File: src/sv/tts_pkg.sv
// Shared types, widths and constants of the triangle tangent-space block.
package tts_pkg;

  localparam int CW    = 32;  // input coordinate width
  localparam int DW    = 33;  // difference width, also multiplier operand width
  localparam int PW    = 2 * DW;  // product width
  localparam int VW    = PW + 1;  // combined vector component width
  localparam int OW    = 16;  // Q2.14 output component width
  localparam int RW    = 30;  // normalised magnitude width
  localparam int SUMW  = 2 * RW + 2;  // sum of three squares
  localparam int LENW  = RW + 1;  // vector length width
  localparam int FRACW = 14;  // fraction bits of Q2.14
  localparam int NUMW  = LENW + OW - 1;  // quotient numerator and shifted divisor
  localparam int UNIT  = 16384;

  localparam int NPROD_TB  = 14;  // products for det, T and B
  localparam int NPROD_ALL = 20;  // plus the products of the normal
  localparam int NRES      = 10;  // det, T, B, N components
  localparam int PCW       = 5;
  localparam int RIW       = 4;

  typedef logic signed [DW-1:0] diff_t;
  typedef logic signed [VW-1:0] vec_t;
  typedef logic signed [OW-1:0] comp_t;

  typedef struct packed {
    diff_t a;
    diff_t b;
  } mul_req_t;

  typedef struct packed {
    logic done;
    logic zero;
  } norm_stat_t;

endpackage

File: src/sv/tts_mul.sv
// Shared signed multiplier with a registered product.
module tts_mul (
  input  logic                            clk,
  input  tts_pkg::mul_req_t               req,
  output logic signed [tts_pkg::PW-1:0]   prod_r
);
  import tts_pkg::*;

  logic signed [PW-1:0] a_x;
  logic signed [PW-1:0] b_x;

  assign a_x = PW'(req.a);
  assign b_x = PW'(req.b);

  always_ff @(posedge clk) begin
    prod_r <= a_x * b_x;
  end

endmodule

File: config.mk
export PLATFORM = sky130hd
export DESIGN_NAME = tts_mul
export DESIGN_NICKNAME = d
export VERILOG_FILES = /design/src/sv/tts_pkg.sv /design/src/sv/tts_mul.sv
export SDC_FILE = /design/constraint.sdc
export NUM_CORES = 2
export LEC_CHECK = 0
export ABC_AREA = 0
export BUFFER_PORTS_ARGS = -buffer_cell sky130_fd_sc_hd__buf_2
export CAP_MARGIN = 20
export CORE_MARGIN = 3
export CORE_UTILIZATION = 60
export CTS_CLUSTER_SIZE = 25
export DETAILED_ROUTE_END_ITERATION = 7
export PLACE_DENSITY_LB_ADDON = 0.25
export SYNTH_ARGS = -nofsm -noshare
export SYNTH_HDL_FRONTEND = slang
export SYNTH_SLANG_ARGS = --single-unit
File: constraint.sdc
create_clock -name clk -period 13.35 [get_ports clk]
set_input_delay 0.6675 -clock clk [delete_from_list [all_inputs] [get_ports clk]]
set_output_delay 0.6675 -clock clk [all_outputs]
set_load 0.05 [all_outputs]
# After elaboration in Yosys (flattened, before gate mapping)
# Index checks and enable logic that the tools add are counted.
# Widths: inputs -> output; s select.
[totals]
register_bits = 66
in_bits = 67
latch_bits = 0
ramBits = 0
n_memories = 0
romBits = 0
out_inout_bits = 66
[op_classes]
n_div = 0
shifts = 0
add_sub_neg = 0
n_mux = 0
mul = 1
bitwise = 0
n_eq_ne = 0
n_reduce_logical = 0
n_lt_le_gt_ge = 0
[op_table]
columns = ["op", "n"]
rows = [
  ["$mul 33x33->66", 1],
]

# Longest topological paths before layout
[logic_depth]
ltp_word = 1
ltp_mapped = 27
mapped_depth_nobuf = 26

# Least setup slack after synthesis
# No wires, ideal clock.
[synth_timing]
path_kind = "input-to-reg"
startpoint = "in req[65] in the netlist's numbering"
endpoint = "reg prod_r[62] in the netlist's numbering"
setup_ns = 0.079
path_slack_ns = 5.446
cell_stages = 23
t_required_ns = 13.271
arrival_ns = 7.825
cell_sequence = "clkbuf_1 -> nand2_1 -> inv_1 -> fa_1 -> fa_1 -> fa_1 -> fa_1 -> fa_1 -> fa_1 -> fa_1 -> inv_1 -> fa_1 -> inv_1 -> ha_1 -> clkbuf_1 -> and3_1 -> nand3_1 -> nand2b_1 -> a2111oi_4 -> a211oi_4 -> a21o_2 -> a21o_1 -> a211oi_2"
[synth_via]
elab_chain_cells = 1
[synth_rtl]
columns = ["item", "line_no", "text"]
rows = [
  ["start: declaration", "tts_mul.sv:4", "input tts_pkg::mul_req_t req,"],
  ["$mul 33x33->66", "tts_mul.sv:16", "prod_r <= a_x * b_x;"],
  ["end signal: assignment", "tts_mul.sv:16", ""],
  ["end: declaration", "tts_mul.sv:5", "output logic signed [tts_pkg::PW-1:0] prod_r"],
]
# Every way passes these cells.

# Worst setup path after layout
[layout_timing]
startpoint = "in req[65] in the netlist's numbering"
endpoint = "reg prod_r[64] in the netlist's numbering"
# Same word-level chain as after synthesis.

==> impl_metrics.json <==
{
  "gp_congestion": 0.952,
  "nFillCells": 5511,
  "syn-cell-area_um2": 40700,
  "grt_setup_unrepaired": "no",
  "syn_inst": 4338,
  "die_y_um": 267,
  "ys_ff_latch": 66,
  "die_area_um2": 71100,
  "worstPathArrival_ns": 8.93,
  "cts_sinks": 66,
  "first_global_vias": 31800,
  "grt.overflow.total": 0,
  "first_pass_iters": 7,
  "grt_pass1_wl_mm": 174,
  "worst_pin_slew_ns": 1.08,
  "initial_core_util_pct": 61.3,
  "coreArea_um2": 66500,
  "syn2layout_area_growth_pct": 3.22,
  "ys_seq_area_share_pct": 3.24,
  "end_kind": "flip-flop",
  "clock_path_buffers": 2,
  "drc": 0,
  "drv_slew": 0,
  "antenna_found_initial": 6,
  "critPathKind": "in2reg",
  "viasPerCell": 5.57,
  "drive_above_1_share_pct": 4.56,
  "hold_path.class": "in2reg",
  "cts_tree": "built",
  "regArea_um2": 1320,
  "avgSynthCellArea_um2": 9.39,
  "postCtsSetupBuffers": 0,
  "final_cell_mix": "fa_1, inv_1, and2_1, nand2_1, ha_1",
  "vias": 28700,
  "finalHoldViolCount": 0,
  "synth_cell_type_count": 80,
  "reg.largest.list": "prod_r x66",
  "finalSetupTns_ns": 0,
  "routedWlPerCell_um": 20.4,
  "slew_headroom_pct": 27.8,
  "ctsHoldBuffers": 0,
  "placed_area_um2": 41700,
  "portBuffers": 132,
  "stdcell_area_um2": 42000,
  "drtIter0Drc": 1684,
  "routed_wl_mm": 105,
  "synth_fp_nets": 5767,
  "largest_register_ffs": 66,
  "synth_edf_count": 0,
  "status": "finished, final reports clean",
  "gr-usage-all-layers_pct": 31.9,
  "max_freq_mhz": 116,
  "cp.required_ns": 13.64,
  "cp-start-kind": "input port",
  "cts.htree.levels": 3,
  "cts_inserted_buffers": 9,
  "synth_ff_type": "dfxtp_1",
  "synth-async-reset-ratio_pct": 0,
  "dp_hpwl_mm": 85.9,
  "place_ws_ns": 4.37,
  "final_common_cell": "fa_1",
  "period_minus_slack_ns": 8.65,
  "grt_start_max_net_pins": 34,
  "antenna_left": 0,
  "num_rows": 94,
  "fin_crit_sh_pct": 64.8,
  "top_register": "prod_r",
  "fin_nets": 5700,
  "multi_input_area_um2": 34300,
  "critPathMaxFanout": 33,
  "cts_root_buf": "clkbuf_16",
  "die_w_um": 267,
  "path_clk_slew_ns": 0.06,
  "cts_resized": 0,
  "cap_violations": 0,
  "ys.warnings.count": 0,
  "io-pin-count": 133,
  "final.setup.worst_slack_ns": 4.70,
  "finalSetupViolations": 0
}
## Yosys cell counts (12+ instances only)
master / number / area, µm²
and2_1: 562 / 3520
inv_1: 1131 / 4250
nor2_1: 68 / 255
a21o_1: 36 / 270
fa_1: 1145 / 22900
nand2_1: 551 / 2070
nand2b_1: 12 / 75.1
a21oi_1: 57 / 285
o21ai_0: 25 / 125
xor2_1: 25 / 219
ha_1: 217 / 2720
xnor2_1: 43 / 377
nand3_1: 25 / 125
clkbuf_1: 208 / 781
dfxtp_1: 66 / 1320
## layer usage
metal / vias up / GRT usage, % / wire, µm
li1: 12200 / - / -
met1: 15100 / 39.4 / 38400
met2: 1077 / 53.8 / 52900
met3: 354 / 5.48 / 6890
met4: 2 / 17.4 / 7000
met5: - / 0 / 11
## through the flow
step	std cells	util, %	hold WS, ns
after CTS	5140	63.2	0.851
after detailed placement	5124	62.8	1.14
after global routing	5143	63.3	0.890
after floorplan	4338	-	0.795
after global placement	5124	62.8	1.14
final	5147	63.3	0.866
## final timing paths
check	end	cells past startpoint	slack, ns	from
worst max-delay path	prod_r[64]	20	4.70	req[65]
worst min-delay path	prod_r[0]	2	0.87	req[0]
## worst max-delay path: stages
cell and delay, ns:
buf_2 0.51, nand2_1 0.18, inv_1 0.17, fa_1 0.49, fa_1 0.63, fa_1 0.68, fa_1 1.31, fa_1 0.59
fa_1 0.53, fa_1 0.50, inv_1 0.05, fa_1 0.48, inv_1 0.04, ha_1 0.39, nand4_1 0.20, nor3_1 0.64
o311ai_4 0.31, nand3_2 0.21, a211oi_1 0.09, a311oi_1 0.23
## cells by family after synthesis
group,after synthesis,share of synthesized area [%]
adder cells (fa/ha/maj),1362,62.9
buffers and inverters,1352,12.5
AND/OR/NAND/NOR,1271,15.8
AO/OA/AOI/OAI,219,4.07
XOR/XNOR,68,1.46
flip-flops,66,3.24
## layout make-up
cell class,instances,share of cell area (%)
diodes,7,0.0417
well taps,864,2.57
clock buffers,11,0.577
multi-input cells,2920,81.6
clock inverters,5,0.185
flip-flops and latches,66,3.14
inverters,1131,10.1
repair buffers,143,1.77
Power is not shown: default switching activity piles up to over one toggle a cycle in this logic, so the estimate is an artifact.
