$ cat src/sv/tts_pkg.sv
// Shared types, widths and constants of the triangle tangent-space block.
package tts_pkg;

  localparam int CW    = 32;  // input coordinate width
  localparam int DW    = 33;  // difference width, also multiplier operand width
  localparam int PW    = 2 * DW;  // product width
  localparam int VW    = PW + 1;  // combined vector component width
  localparam int OW    = 16;  // Q2.14 output component width
  localparam int RW    = 30;  // normalised magnitude width
  localparam int SUMW  = 2 * RW + 2;  // sum of three squares
  localparam int LENW  = RW + 1;  // vector length width
  localparam int FRACW = 14;  // fraction bits of Q2.14
  localparam int NUMW  = LENW + OW - 1;  // quotient numerator and shifted divisor
  localparam int UNIT  = 16384;

  localparam int NPROD_TB  = 14;  // products for det, T and B
  localparam int NPROD_ALL = 20;  // plus the products of the normal
  localparam int NRES      = 10;  // det, T, B, N components
  localparam int PCW       = 5;
  localparam int RIW       = 4;

  typedef logic signed [DW-1:0] diff_t;
  typedef logic signed [VW-1:0] vec_t;
  typedef logic signed [OW-1:0] comp_t;

  typedef struct packed {
    diff_t a;
    diff_t b;
  } mul_req_t;

  typedef struct packed {
    logic done;
    logic zero;
  } norm_stat_t;

endpackage

$ cat src/sv/tts_norm.sv
// Iterative normaliser: common shift, sum of squares, square root and divide.
module tts_norm (
  input  logic                           clk,
  input  logic                           rst_n,
  input  logic                           start,
  input  logic                           flip,
  input  tts_pkg::vec_t                  vin [3],
  input  logic signed [tts_pkg::PW-1:0]  prod,
  output tts_pkg::mul_req_t              mul_req,
  output tts_pkg::norm_stat_t            stat,
  output tts_pkg::comp_t                 q [3]
);
  import tts_pkg::*;

  typedef enum logic [6:0] {
    N_IDLE  = 7'b0000001,
    N_SHIFT = 7'b0000010,
    N_SQ    = 7'b0000100,
    N_ROOT  = 7'b0001000,
    N_LOAD  = 7'b0010000,
    N_DIV   = 7'b0100000,
    N_DONE  = 7'b1000000
  } nstate_t;

  nstate_t          state_r;
  logic [VW-1:0]    m_r [3];
  logic             neg_r [3];
  logic             flip_r;
  logic             zero_r;
  logic [3:0]       cnt_r;
  logic [1:0]       ci_r;
  logic [SUMW-1:0]  sum_r;
  logic [SUMW-1:0]  rem_r;
  logic [SUMW-1:0]  res_r;
  logic [SUMW-1:0]  bit_r;
  logic [NUMW-1:0]  num_r;
  logic [NUMW-1:0]  den_r;
  logic [OW-1:0]    qv_r;
  comp_t            q_r [3];

  logic [VW-1:0]    or_all;
  logic [SUMW-1:0]  sum_nxt;
  logic [SUMW-1:0]  trial;
  logic [LENW-1:0]  len;
  logic             qbit;
  logic [OW-1:0]    qf;
  logic [OW-1:0]    qc;

  assign or_all  = m_r[0] | m_r[1] | m_r[2];
  assign sum_nxt = sum_r + prod[SUMW-1:0];
  assign trial   = res_r + bit_r;
  assign len     = res_r[LENW-1:0];
  assign qbit    = (num_r >= den_r);
  assign qf      = {qv_r[OW-2:0], qbit};
  assign qc      = (qf > OW'(UNIT)) ? OW'(UNIT) : qf;

  always_comb begin
    mul_req.a = '0;
    mul_req.b = '0;
    if (state_r == N_SQ && cnt_r < 4'd3) begin
      mul_req.a = DW'(m_r[cnt_r[1:0]][RW-1:0]);
      mul_req.b = DW'(m_r[cnt_r[1:0]][RW-1:0]);
    end
  end

  assign stat.done = (state_r == N_DONE);
  assign stat.zero = zero_r;
  assign q         = q_r;

  always_ff @(posedge clk) begin
    if (!rst_n) begin
      state_r <= N_IDLE;
      zero_r  <= 1'b0;
    end else begin
      unique case (state_r)
        N_IDLE: begin
          if (start) begin
            for (int i = 0; i < 3; i++) begin
              neg_r[i] <= vin[i][VW-1];
              m_r[i]   <= vin[i][VW-1] ? VW'(-vin[i]) : vin[i];
            end
            flip_r  <= flip;
            zero_r  <= 1'b0;
            state_r <= N_SHIFT;
          end
        end
        N_SHIFT: begin
          // bring the largest magnitude to exactly RW significant bits
          if (or_all == '0) begin
            zero_r  <= 1'b1;
            state_r <= N_DONE;
          end else if (|or_all[VW-1:RW]) begin
            for (int i = 0; i < 3; i++) m_r[i] <= m_r[i] >> 1;
          end else if (!or_all[RW-1]) begin
            for (int i = 0; i < 3; i++) m_r[i] <= m_r[i] << 1;
          end else begin
            cnt_r   <= '0;
            sum_r   <= '0;
            state_r <= N_SQ;
          end
        end
        N_SQ: begin
          cnt_r <= cnt_r + 4'd1;
          if (cnt_r != 4'd0) sum_r <= sum_nxt;
          if (cnt_r == 4'd3) begin
            rem_r   <= sum_nxt;
            res_r   <= '0;
            bit_r   <= SUMW'(1) << (SUMW - 2);
            state_r <= N_ROOT;
          end
        end
        N_ROOT: begin
          if (bit_r != '0) begin
            if (rem_r >= trial) begin
              rem_r <= rem_r - trial;
              res_r <= (res_r >> 1) + bit_r;
            end else begin
              res_r <= res_r >> 1;
            end
            bit_r <= bit_r >> 2;
          end else begin
            ci_r    <= '0;
            state_r <= N_LOAD;
          end
        end
        N_LOAD: begin
          num_r   <= NUMW'({m_r[ci_r][RW-1:0], {FRACW{1'b0}}}) + NUMW'(len >> 1);
          den_r   <= NUMW'({len, {(OW-1){1'b0}}});
          qv_r    <= '0;
          cnt_r   <= '0;
          state_r <= N_DIV;
        end
        N_DIV: begin
          if (qbit) num_r <= num_r - den_r;
          den_r <= den_r >> 1;
          qv_r  <= qf;
          cnt_r <= cnt_r + 4'd1;
          if (cnt_r == 4'(OW - 1)) begin
            q_r[ci_r] <= (neg_r[ci_r] ^ flip_r) ? comp_t'(-qc) : comp_t'(qc);
            if (ci_r == 2'd2) begin
              state_r <= N_DONE;
            end else begin
              ci_r    <= ci_r + 2'd1;
              state_r <= N_LOAD;
            end
          end
        end
        N_DONE: begin
          state_r <= N_IDLE;
        end
        default: begin
          state_r <= N_IDLE;
        end
      endcase
    end
  end

endmodule

$ cat config.mk
export PLATFORM = sky130hd
export DESIGN_NAME = tts_norm
export DESIGN_NICKNAME = d
export VERILOG_FILES = /design/src/sv/tts_pkg.sv /design/src/sv/tts_norm.sv
export SDC_FILE = /design/constraint.sdc
export NUM_CORES = 2
export LEC_CHECK = 0
export ABC_CLOCK_PERIOD_IN_PS = 17800
export BUFFER_PORTS_ARGS = -buffer_cell sky130_fd_sc_hd__buf_2
export CAP_MARGIN = 20
export CORE_MARGIN = 1.5
export CORE_UTILIZATION = 57
export CTS_BUF_LIST = sky130_fd_sc_hd__clkbuf_2
export CTS_CLUSTER_SIZE = 25
export DETAILED_ROUTE_END_ITERATION = 12
export HOLD_SLACK_MARGIN = 0.08
export PLACE_DENSITY = 0.9
export REMOVE_ABC_BUFFERS = 1
export SETUP_SLACK_MARGIN = 0.05
export SLEW_MARGIN = 20
export SYNTH_ARGS = -nofsm -noshare
export SYNTH_HDL_FRONTEND = slang
export SYNTH_SLANG_ARGS = --single-unit
$ cat constraint.sdc
create_clock -name clk -period 17.8 [get_ports clk]
set_clock_uncertainty 0.2 [all_clocks]
set_input_delay 1.78 -clock clk [delete_from_list [all_inputs] [get_ports clk]]
set_output_delay 1.78 -clock clk [all_outputs]
set_load 0.03 [all_outputs]
# Yosys cells after proc, flatten, opt, wreduce, memory -nomap -nowiden
# Memories as Yosys holds them, arrays and structs flattened. A register that Yosys moved wholly into a read port is not among the register bits.
# Index checks and enable logic that the tools add are counted.
dict set report word_totals {
  memories 2
  ram_bits 204
  reg_bits 418
  wordCells 167
  output_inout_bits 116
  inputBits 271
}
dict set report op_classes {
  n_eq_ne 25
  n_reduce_logical 24
  muxes 73
  n_bitwise 10
  addsub 12
  order_cmp 6
}
# memory depth word_bits rd rd_ports_with_merged_regs wr line
set memory_table {}
lappend memory_table {m_r 3 67 5 2 3 tts_norm.sv:26} ;# logic [VW-1:0] m_r [3];
lappend memory_table {neg_r 3 1 1 1 3 tts_norm.sv:27} ;# logic neg_r [3];
# op n
set op_table {}
lappend op_table {{2-to-1 mux 62 bit} 12}
lappend op_table {{2-to-1 mux 67 bit} 9}
lappend op_table {{case mux 62 bit (2 select lines)} 4}
lappend op_table {{negation 67 bit} 3}
lappend op_table {{case mux 46 bit (2 select lines)} 2}
lappend op_table {{OR 67 bit} 2}
lappend op_table {{adder 62 bit} 2}
lappend op_table {{logical NOT 67 bit} 1}
lappend op_table {{2-to-1 mux 63 bit} 1}
lappend op_table {{adder 61 x 62 -> 62 bit} 1}
lappend op_table {{>= comparator 62 bit} 1}
lappend op_table {{nonzero test 62 bit} 1}
lappend op_table {{subtractor 62 bit} 1}
lappend op_table {{2-to-1 mux 7 bit} 8}
lappend op_table {{bitwise mux 48 bit} 1}
lappend op_table {{2-to-1 mux 16 bit} 3}
lappend op_table {{>= comparator 46 bit} 1}
lappend op_table {{2-to-1 mux 46 bit} 1}
lappend op_table {{subtractor 46 bit} 1}
lappend op_table {{adder 44 x 30 -> 45 bit} 1}
lappend op_table {{case mux 7 bit (6 select lines)} 1}
lappend op_table {{OR reduction 37 bit} 1}
lappend op_table {{demux 16 bit (select 2 bit)} 1}
lappend op_table {{case mux 15 bit (2 select lines)} 1}
lappend op_table {{39 further kinds} 90}

# Logic depth before layout (Yosys ltp)
# An unclocked memory read counts as a cell.
dict set report logic_depth {
  ltp_word 11
  depth_mapped 27
  ltp_nobuf 25
}

# Worst setup path before layout
# No wires, ideal clock.
dict set report synth_timing {
  kind {in2reg}
  startpoint {input port rst_n}
  endpoint {memory m_r[0][0] (netlist bit), enable pin}
  path_slack_ns 0.499
  t_required_ns 16.560
  setup_ns 1.040
  cell_stages 3
  arrival_ns 16.060
  cell_sequence {inv_1 -> clkbuf_1 -> o21ai_0}
}
# element line
set synth_rtl {}
lappend synth_rtl {{start, declared} tts_norm.sv:4} ;# input logic rst_n,
lappend synth_rtl {{end, declared} tts_norm.sv:26}

# Worst setup path after layout
dict set report layout_timing {
  startpoint {register res_r[2]}
  endpoint {register rem_r[35], enable pin}
}
dict set report layout_via {
  elab_chain_cells 4
}
# element line
set layout_rtl {}
lappend layout_rtl {{start, declared} tts_norm.sv:34} ;# logic [SUMW-1:0] res_r;
lappend layout_rtl {{start signal, assigned} tts_norm.sv:116} ;# res_r <= (res_r >> 1) + bit_r;
lappend layout_rtl {{start signal, assigned} tts_norm.sv:118} ;# res_r <= res_r >> 1;
lappend layout_rtl {{adder 62 bit} tts_norm.sv:51} ;# assign trial = res_r + bit_r;
lappend layout_rtl {{>= comparator 62 bit} tts_norm.sv:114} ;# if (rem_r >= trial) begin
lappend layout_rtl {{!= test 2 bit (no source line)} -}
lappend layout_rtl {{AND reduction 5 bit (no source line)} -}
lappend layout_rtl {{end signal, assigned} tts_norm.sv:106} ;# rem_r <= sum_nxt;
lappend layout_rtl {{end signal, assigned} tts_norm.sv:115} ;# rem_r <= rem_r - trial;
lappend layout_rtl {{end, declared} tts_norm.sv:33} ;# logic [SUMW-1:0] rem_r;
# No other way between the ends.
# A chain may end at the register's enable or synchronous reset.

==> summary.md <==
| Metric | Value |
|---|---|
| Die X-Extent | `286 um` |
| Post-synthesis area per instance | `8.78 um2` |
| Count of input and output buffers | `376` |
| Wire length the detailed router placed on met1 | `just over 50 mm` |
| Clock power share | `31.4%` |
| Final-report hold violation count | `0` |
| Count of cell types in the netlist | `78` |
| RSZ-0062 raised after global routing | `false` |
| Via count | `approximately 42000` |
| Hold Crit Class | `register to register` |
| Core box area | `79000 um2` |
| Async set or reset register ratio after synthesis | `0%` |
| Post-synthesis to final-layout area growth | `8.58%` |
| Row Count | `slightly above 100` |
| Via count of the first global-routing pass | `39598` |
| Global-route wire length before repair | `207 mm` |
| Commonest cells after routing, fill and taps aside | `nor2_1 (589), edfxtp_1 (583), nand2_1 (541)` |
| Transition time at the pin with the least slew margin | `~1.4 ns` |
| Depth of the CTS H-tree | `4` |
| Detail-routed net length per standard cell | `around 20 um` |
| Sort of element at the end of the critical path | `register` |
| Grt total ovfl | `0` |
| Warning count from the yosys run | `0` |
| Die Y-Extent | `286 um` |
| Minimum period implied by the final worst setup slack | `7.95 ns` |
| TritonCTS clock tree | `built` |
| Number of flops mapped to enable cells by yosys | `583` |
| Overall track demand over capacity in global routing | `between 30% and 40%` |
| Clock buffer count from CTS | `161` |
| Clock transition at the registers of the reported paths | `about 0.11 ns` |
| CTS root buffer | `clkbuf_2` |
| Sequential share of power | `a little over half` |
| Count of fill cells added during filler insertion | `6488` |
| Antenna violations before repair | `28` |
| Reg-to-reg slack, setup | `just under 10 ns` |
| Switching Share | `31.9%` |
| Number of instances in the synthesized netlist | `5180` |
| Setup-violating endpoint count in the final report | `0` |
| Total Power | `0.00325 W` |
| Arrival time of the worst setup path | `between 8 and 9 ns` |
| Hpwl dp | `98.8 mm` |
| Fraction of layout cells with a size suffix above 1 | `13.1%` |
| Drt drc | `0` |
| Design internal power | `0.00221 W` |
| Hold buffer count at cts | `0` |
| Count of routing violations after the opening detailed-route iteration | `about 5500` |
| Most common library cell in the layout ignoring fill and taps | `nor2_1` |
| Switching power | `0.00104 W` |
| DR WL met3 | `13.0 mm` |
| Run status | `finished clean` |
| Reported max-cap violation count | `0` |
| Starting density of the core | `57.6%` |
| Number of buffers inserted by post-CTS setup repair | `0` |
| Routability congestion estimate | `0.992` |
| Cell area power density | `around 66 nW/um2` |
| Nets | `6000` |
| Via density per instance | `6.34` |
| FF+latch count, synth | `595` |
| Max transition margin | `6.54%` |
| Source-to-sink clock delay at the later pin of the worst-skew pair | `1.47 ns` |
| Final Non-Filler Cells | `between 6000 and 7000` |
| # placed instances | `about 6400` |
| Static Leak | `19.4 nW` |
| Synthesized area | `45500 um2` |
| Combinational cell fraction of total power | `16.2%` |
| PostCTS Resize Cnt | `0` |
| Worst hold slack | `0.359 ns` |
| Count of nets left with antenna violations after detail routing | `0` |
| Pin count of the biggest net entering global routing | `236` |
| Seq/Total Area, Yosys | `39.0%` |
| Met2 routed wirelength | `between 60 and 70 mm` |
| Cell area after placement | `about 48000 um2` |
| Routed wire length | `134 mm` |
| Critical path fanouts, max | `62` |
| Critical Path RT | `18.55 ns` |
| Area of the die | `81500 um2` |
| Top sig layer | `met5` |
| Boundary pin count | `387` |
| Part of the cycle the worst path needs | `around 45%` |
| Number of iterations in the first detailed-routing pass | `6` |
| Critical Setup Path Class | `register to register` |
| Number of pins exceeding their max-slew limit in the final report | `0` |
| Highest Clock Rate | `~0.13 GHz` |
| Maximum buffer depth of the clock tree | `3` |
| Final Cell Area | `49400 um2` |
| Number of clock sinks | `595` |
| Max rail drop VDD | `between 50 and 60 uV` |
| Top_reg_cell synth | `edfxtp_1` |
| Kind of start point of the critical path | `register` |
-- stage by stage --
step           setup slack, ns  utilization [%]  setup TNS [ns]
2_1_floorplan            -7.01                -        -1408.25
3_3_place_gp             10.33             60.6               0
3_5_place_dp             10.26             60.6               0
4_1_cts                  10.13             62.5               0
5_1_grt                   9.36             62.5               0
6_report                  9.85             62.5               0
-- state kept, by name (all words and copies together) (netlist names), 3 cells and up, named ones only --
name	count
bit_r	31
cnt_r	4
den_r	46
m_r	201
neg_r	3
num_r	46
q	48
qv_r	15
rem_r	62
res_r	62
state_r	7
sum_r	62
-- final timing paths --
path,start,to,cells past startpoint
worst min-delay path,m_r[0][48],m_r[0][47],2
worst max-delay path,res_r[2],rem_r[35],27
worst max register to register,res_r[2],rem_r[35],27
worst min register to register,m_r[0][48],m_r[0][47],2
-- power groups by stage --
| stage | clock [W] | combinational (W) | sequential [W] |
|---|---|---|---|
| floorplan | 0 | 0.000343 | 0.00175 |
| global placement | 0 | 0.000494 | 0.00173 |
| detailed placement | 0 | 0.000512 | 0.00173 |
| CTS | 0.00103 | 0.000514 | 0.00170 |
| global route | 0.00109 | 0.000573 | 0.00171 |
| finish | 0.00102 | 0.000527 | 0.00170 |
-- synthesized netlist by cell type (9+ instances only) --
master    instances  area share, %
nor2_1          592            4.9
buf_4            37           0.61
a21oi_1         462            5.1
nand2b_1         43           0.59
dfxtp_1          12           0.53
nor3_1           81           0.89
xnor2_1         155            3.0
or3_1            57           0.78
edfxtp_1        583             38
mux2i_1          75            1.6
a31o_2           15           0.29
a31oi_1          71           0.98
o41ai_1          39           0.75
nand2_1         541            4.5
and2_1           72           0.99
nor4_1           83            1.1
or4_1            29           0.48
or2_2            17           0.23
nor3b_1           9           0.15
xor2_1          322            6.2
o21a_1           29           0.48
a21boi_0         13           0.21
o31ai_1          74            1.2
a311oi_1         10           0.19
a211oi_1        102            1.7
nor2b_1          43           0.59
buf_1            27           0.22
inv_1           142            1.2
and3_1           32           0.44
a21o_1          105            1.7
o211ai_1         16           0.26
clkbuf_1        224            1.8
nand4_1          74            1.0
ha_1            258            7.1
o21bai_1         58           0.96
nand3_1          91            1.0
o21ai_0         457            5.0
-- cell type report --
type                            instances  area [um2]  share of cell area, %
Antenna cell                           22        55.1                  0.111
Clock buffer                          226        1130                   2.29
Clock inverter                         48         327                  0.661
Inverter                              143         538                   1.09
Multi-Input combinational cell       4159       26200                   52.9
Sequential cell                       595       17800                   35.9
Tap cell                             1050        1310                   2.66
Timing Repair Buffer                  407        2140                   4.33
-- worst max-delay path, cell delays in order (launching register included) --
cell and delay (ns):
edfxtp_1 0.49, ha_1 0.38, a31oi_1 0.32, o21ai_0 0.22, o21ai_0 0.41, o22ai_1 0.21
o21ai_0 0.44, o21ai_0 0.35, a21boi_0 0.48, o21ba_2 0.26, o21bai_1 0.11, a31oi_1 0.21
xor2_1 0.26, ha_1 0.37, a21o_1 0.21, a21o_1 0.18, a21oi_1 0.20, o21bai_1 0.09
a21o_1 0.18, a21oi_1 0.18, nor3b_1 0.22, o211ai_1 0.11, buf_4 0.23, nand2_1 0.09
buf_4 0.38, o21a_1 0.21, nor2_4 0.03, buf_4 0.38
-- per-layer routing --
| layer | up-vias | GRT usage, % |
|---|---|---|
| li1 | 19706 | - |
| met4 | 26 | 16.8 |
| met3 | 444 | 6.16 |
| met2 | 2310 | 51.5 |
| met1 | 19698 | 39.5 |
| met5 | - | 0 |
-- cell families (layout without fill, tap and decap cells) --
group           count (synthesis)  after routing  synth area share [%]
compound gates               1536           1536                  20.5
xor+xnor                      477            477                  9.18
fa+ha+maj                     262            262                  7.27
buf+inv                       431            824                  3.86
flops                         595            595                  39.0
mux                            82             82                  1.82
other cells                     1             28               0.00824
simple gates                 1796           1796                  18.3
(Power assumes the default switching activity.)
